### src/rtl/mcrs_pkg.sv
// Shared types and constants of the Modbus coil and register server.
// Used by mcrs_store and modbus_coil_register_server_top; depends on nothing.
package mcrs_pkg;

  localparam int TABLE_DEPTH_DEF = 256;
  localparam int MAX_WORDS_DEF   = 64;

  localparam int ADDR_W = 16;
  localparam int DATA_W = 16;
  localparam int CNT_W  = 10;
  localparam int LEN_W  = 8;
  localparam int OP_W   = 3;

  localparam int COIL_BYTES_MAX = 64;
  localparam int FRAME_OVERHEAD = 9;
  localparam int MULTI_REPLY    = 12;

  localparam logic [OP_W-1:0] OP_READ_BITS  = 3'd0;
  localparam logic [OP_W-1:0] OP_READ_WORDS = 3'd1;
  localparam logic [OP_W-1:0] OP_WRITE_BIT  = 3'd2;
  localparam logic [OP_W-1:0] OP_WRITE_WORD = 3'd3;
  localparam logic [OP_W-1:0] OP_MULTI_BIT  = 3'd4;
  localparam logic [OP_W-1:0] OP_MULTI_WORD = 3'd5;

  typedef struct packed {
    logic              word_we;
    logic              coil_we;
    logic [ADDR_W-1:0] addr;
    logic [DATA_W-1:0] wdata;
    logic              coil_wdata;
  } store_req_t;

endpackage

### src/rtl/mcrs_store.sv
// Word and coil memories with registered reads and a clearing pass after reset.
// Depends on mcrs_pkg for the access request type.
module mcrs_store #(
  parameter int TABLE_DEPTH = mcrs_pkg::TABLE_DEPTH_DEF
) (
  input  logic                        clk,
  input  logic                        rst_n,
  input  mcrs_pkg::store_req_t        req,
  output logic                        clearing,
  output logic [mcrs_pkg::DATA_W-1:0] rd_word,
  output logic                        rd_coil
);
  import mcrs_pkg::*;

  localparam int AW = (TABLE_DEPTH > 1) ? $clog2(TABLE_DEPTH) : 1;

  logic [DATA_W-1:0] word_mem [TABLE_DEPTH];
  logic              coil_mem [TABLE_DEPTH];
  logic [DATA_W-1:0] rd_word_r;
  logic              rd_coil_r;
  logic              clearing_r;
  logic [AW-1:0]     clr_idx_r;
  logic [AW-1:0]     idx;

  assign idx = req.addr[AW-1:0];

  always_ff @(posedge clk) begin
    if (!rst_n) begin
      clearing_r <= 1'b1;
      clr_idx_r  <= '0;
    end else if (clearing_r) begin
      if (clr_idx_r == AW'(TABLE_DEPTH - 1)) begin
        clearing_r <= 1'b0;
      end
      clr_idx_r <= clr_idx_r + 1'b1;
    end
  end

  always_ff @(posedge clk) begin
    if (clearing_r) begin
      word_mem[clr_idx_r] <= '0;
      coil_mem[clr_idx_r] <= 1'b0;
    end else begin
      if (req.word_we) begin
        word_mem[idx] <= req.wdata;
      end
      if (req.coil_we) begin
        coil_mem[idx] <= req.coil_wdata;
      end
    end
    rd_word_r <= word_mem[idx];
    rd_coil_r <= coil_mem[idx];
  end

  assign clearing = clearing_r;
  assign rd_word  = rd_word_r;
  assign rd_coil  = rd_coil_r;

  a_no_write_while_clearing: assert property (@(posedge clk) disable iff (!rst_n)
    clearing_r |-> (!req.word_we && !req.coil_we))
    else $error("store write requested during the clearing pass");

  a_clear_ends: assert property (@(posedge clk) disable iff (!rst_n)
    (clearing_r && clr_idx_r == AW'(TABLE_DEPTH - 1)) |=> !clearing_r)
    else $error("clearing pass did not end at the last entry");

  a_clear_advances: assert property (@(posedge clk) disable iff (!rst_n)
    ($past(rst_n) && $past(clearing_r) && clearing_r) |-> clr_idx_r == $past(clr_idx_r) + 1'b1)
    else $error("clearing index skipped an entry");

endmodule

### config.mk
export PLATFORM = sky130hd
export DESIGN_NAME = mcrs_store
export DESIGN_NICKNAME = d
export VERILOG_FILES = /design/src/rtl/mcrs_pkg.sv /design/src/rtl/mcrs_store.sv
export SDC_FILE = /design/constraint.sdc
export NUM_CORES = 2
export LEC_CHECK = 0
export ABC_CLOCK_PERIOD_IN_PS = 7200
export BUFFER_PORTS_ARGS = -buffer_cell sky130_fd_sc_hd__buf_2
export CAP_MARGIN = 10
export CORE_MARGIN = 4
export CORE_UTILIZATION = 50
export DETAILED_ROUTE_END_ITERATION = 6
export HOLD_SLACK_MARGIN = 0.02
export PLACE_DENSITY = 0.65
export SLEW_MARGIN = 20
export SYNTH_ARGS = -nofsm -noshare
export SYNTH_HDL_FRONTEND = slang
export SYNTH_MEMORY_MAX_BITS = 65536
export SYNTH_SLANG_ARGS = --single-unit
### constraint.sdc
create_clock -name clk -period 7.2 [get_ports clk]
set_clock_uncertainty 0.2 [all_clocks]
set_input_delay 1.44 -clock clk [delete_from_list [all_inputs] [get_ports clk]]
set_output_delay 1.44 -clock clk [all_outputs]
set_load 0.03 [all_outputs]
==> flow_metrics.py <==
metrics = {
    "drt": {
        "num_vias": 90000,
        "drc_errors": 0,
        "drt-total-wl_microns": 478000,
        "met2_length_microns": 220000,
        "routedLengthMet1_microns": 185000,
        "dr.pass1.iters": 6,
        "drtIter0Drc": 13500,
        "viasPerCell": 6.46,
        "wl_met3_microns": 53500,
        "wl_per_cell_microns": 34.4,
        "drtAntennaViolNets": 0,
        "top_layer": "met5",
    },
    "final_layout": {
        "fillers": 25000,
        "stdcell_count": 13900,
        "nNetsFinal": 9058,
        "layout-drive-gt1-share_pct": 21.9,
        "stdcell_area_sq_mm": 0.192,
        "syn2layout_area_growth_pct": 12.3,
    },
    "power_and_ir_drop": {
        "p_per_area_mw_per_mm2": 268,
        "vdd_drop_max_mv": 0.214,
        "pwr-share-comb_pct": 4.1,
        "p_int_mw": 40.7,
        "leakagePower_nw": 66.4,
        "pwr-share-clk_pct": 42.1,
        "p_total_mw": 51.5,
        "power_switching_mw": 10.8,
        "power_frac_seq_pct": 53.8,
        "swShare_pct": 21.1,
    },
    "place": {
        "globalplace.congestion": 0.902,
        "placedCellCount": 13100,
        "io_buffers": 46,
        "placed_cell_area_sq_mm": 0.179,
        "place.detailed.hpwl_microns": 293000,
    },
    "timing": {
        "fmax_ghz": 0.178,
        "period_needed_ns": 5.62,
        "slew_headroom_pct": 16.9,
        "rsz0062_at_grt": "no",
        "holdWs_ns": 0.417,
        "fin_tns_setup_ns": 0,
        "tightestPinTransition_ns": 1.25,
        "hold_violations": 0,
        "fin_crit_sh_pct": 78.1,
        "slew_viol_final": 0,
        "setup_viol": 0,
    },
    "logic_synthesis": {
        "syn_area_sq_mm": 0.171,
        "synth_mux_area_share_pct": 14.4,
        "synthArstFlopShare_pct": 0,
        "avgSynthCellArea_sq_um": 20.0,
        "yosysUniqueCellTypes": 85,
        "synthAdderAreaFrac_pct": 0.00731,
        "synth_xor_area_share_pct": 0.0307,
        "yosysTopAreaCell": "edfxtp_1",
        "synth_cells": 8538,
        "synth_area_leaders": "edfxtp_1, mux4_2, mux2i_1, nor2_1, o221ai_1",
        "synth_edf_count": 4352,
        "yosysSeqAreaShare_pct": 76.7,
        "synthSimpleGateAreaFrac_pct": 2.97,
        "syn-num-nets": 8576,
        "synth_top_family_by_area": "multiplexers",
        "synth_compound_area_share_pct": 3.87,
        "synth_top_area_share_pct": 76.4,
        "ys_ff_latch": 4378,
        "synthFlopType": "edfxtp_1",
        "yosysWarnings": 0,
    },
    "clock_tree": {
        "clk_path_buf_depth": 4,
        "root_buffer": "clkbuf_16",
        "cts_tree": "done",
        "htreeDepth": 5,
        "clkSinkCount": 4378,
        "ctsResizeCount": 0,
        "cts_made_buffers": 429,
        "postCtsSetupBuffers": 0,
        "cts.clk_slew.worst_paths_ns": 0.07,
        "hold_buffers": 0,
        "insertion_delay_ns": 0.96,
    },
    "global_routing": {
        "grt_antenna_before_repair": 35,
        "grt_pass1_vias": 87000,
        "grtUsageTotal_pct": 26.9,
        "grt_pass1_wl_microns": 669000,
        "grt_max_degree": 176,
        "grt_overflow_total": 0,
    },
    "die": {
        "die-area_sq_mm": 0.352,
        "initial_core_util_pct": 50.3,
        "die_y_microns": 593,
        "die_x_microns": 593,
        "rows": 214,
        "coreArea_sq_mm": 0.340,
        "io_pins": 55,
    },
    "job": {
        "maxCapViolCount": 0,
    },
    "setup_path": {
        "crit_type": "input port to flip-flop",
        "cp-start-kind": "input port",
        "path_max_fanout": 48,
        "critical_path_arrival_ns": 6.26,
        "endpoint_kind": "flip-flop",
        "cp.required_ns": 7.84,
    },
    "hold_path": {
        "hold_class": "flip-flop to flip-flop",
    },
    "outcome": {
        "outcome": "finished, final reports clean",
    },
}
-- cell usage after synthesis (all sizes together) (5+ instances only) --
cell type,count
nand2,260
o2111ai,12
clkbuf,231
nand3,79
nand4,42
o311ai,5
a31oi,5
mux4,742
mux2,48
buf,293
o221ai,183
mux2i,734
o22ai,123
a211oi,44
nor4,18
inv,6
nand2b,11
or2,5
a22o,22
edfxtp,4352
nor2b,20
a22oi,116
o31ai,6
nor3,70
nor2,584
and2,31
a2bb2oi,7
nand4b,8
a221oi,43
a21oi,146
a2111oi,30
or3,8
o21ai,142
xnor2,5
dfxtp,26
a32oi,23
-- final cells by class --
class,count,area (sq um),share of cell area (%)
diodes,10,25.0,0.0130
clock buffers,563,11500,5.99
clock inverters,226,1990,1.04
inverters,8,37.5,0.0195
multi-input cells,3628,36800,19.2
flip-flops and latches,4378,131000,68.3
well taps,4536,5680,2.95
repair buffers,575,4920,2.56
-- worst max-delay path, cell delays in order --
cell and delay (ns):
buf_8 0.19, or2_4 0.61, buf_12 0.30, buf_12 0.18, o221ai_1 0.40, a21oi_1 0.27
or4_1 0.60, nor4_1 0.87, buf_4 0.24, nand4_1 0.34, a2111oi_2 0.44
-- path summary, 6_finish.rpt --
kind	from	endpoint	slack, ns	cells past startpoint
min reg2reg	clr_idx_r[1]	clr_idx_r[1]	0.42	2
max reg2reg	clearing	word_mem[213][12]	2.47	6
min	clr_idx_r[1]	clr_idx_r[1]	0.42	2
max	req[18]	rd_word[5]	1.58	11
-- metrics by stage --
stage,utilization [%],setup slack [ns]
after floorplan,-,0.712
after global placement,52.5,0.826
after detailed placement,52.5,0.844
after CTS,56.5,1.85
after global routing,56.5,1.71
final,56.5,1.58
-- power groups by stage --
stage / Sequential, mW / Clock (mW) / Combinational (mW)
2_1_floorplan: 28.2 / 0 / 1.27
3_3_place_gp: 28.2 / 0 / 2.08
3_5_place_dp: 28.3 / 0 / 2.09
4_1_cts: 27.7 / 21.9 / 2.09
5_1_grt: 27.7 / 23.1 / 2.17
6_report: 27.7 / 21.7 / 2.11
-- cells in the final DEF, fill, tap and decap left out, drive strengths merged, types with 18 or more instances in the layout --
| master | instances |
|---|---|
| and2 | 31 |
| o22ai | 123 |
| nand3 | 79 |
| nor2b | 20 |
| mux2i | 734 |
| o221ai | 183 |
| bufinv | 29 |
| dfxtp | 26 |
| a211oi | 44 |
| buf | 575 |
| clkbuf | 563 |
| a2111oi | 30 |
| a21oi | 146 |
| nor2 | 584 |
| mux4 | 742 |
| nand2 | 260 |
| nor4 | 18 |
| a221oi | 43 |
| o21ai | 142 |
| nand4 | 42 |
| nor3 | 70 |
| a22o | 22 |
| a22oi | 116 |
| edfxtp | 4352 |
| a32oi | 23 |
| mux2 | 48 |
| clkinv | 175 |
-- logic make-up (layout without fill, tap and decap cells) --
logic type      Yosys count  after routing
fa+ha+maj                 1              1
flops                  4378           4378
buf+inv                 532           1372
xor+xnor                  6              6
simple gates           1164           1164
mux                    1524           1524
compound gates          933            933
other cells               0             10
-- routing by layer --
layer  track usage (%)  vias to the layer above
met2              40.9                     5370
li1                  -                    36300
met1              38.6                    47400
met5                 0                        -
met4              9.48                       14
met3              6.28                      802
-- state kept, by name, indices dropped and copies added, names as in the netlist --
register,count
coil_mem,256
rd_word,16
clr_idx_r,8
clearing,1
rd_coil,1
word_mem,4096
Note: power is estimated with default switching activity, not from simulation.
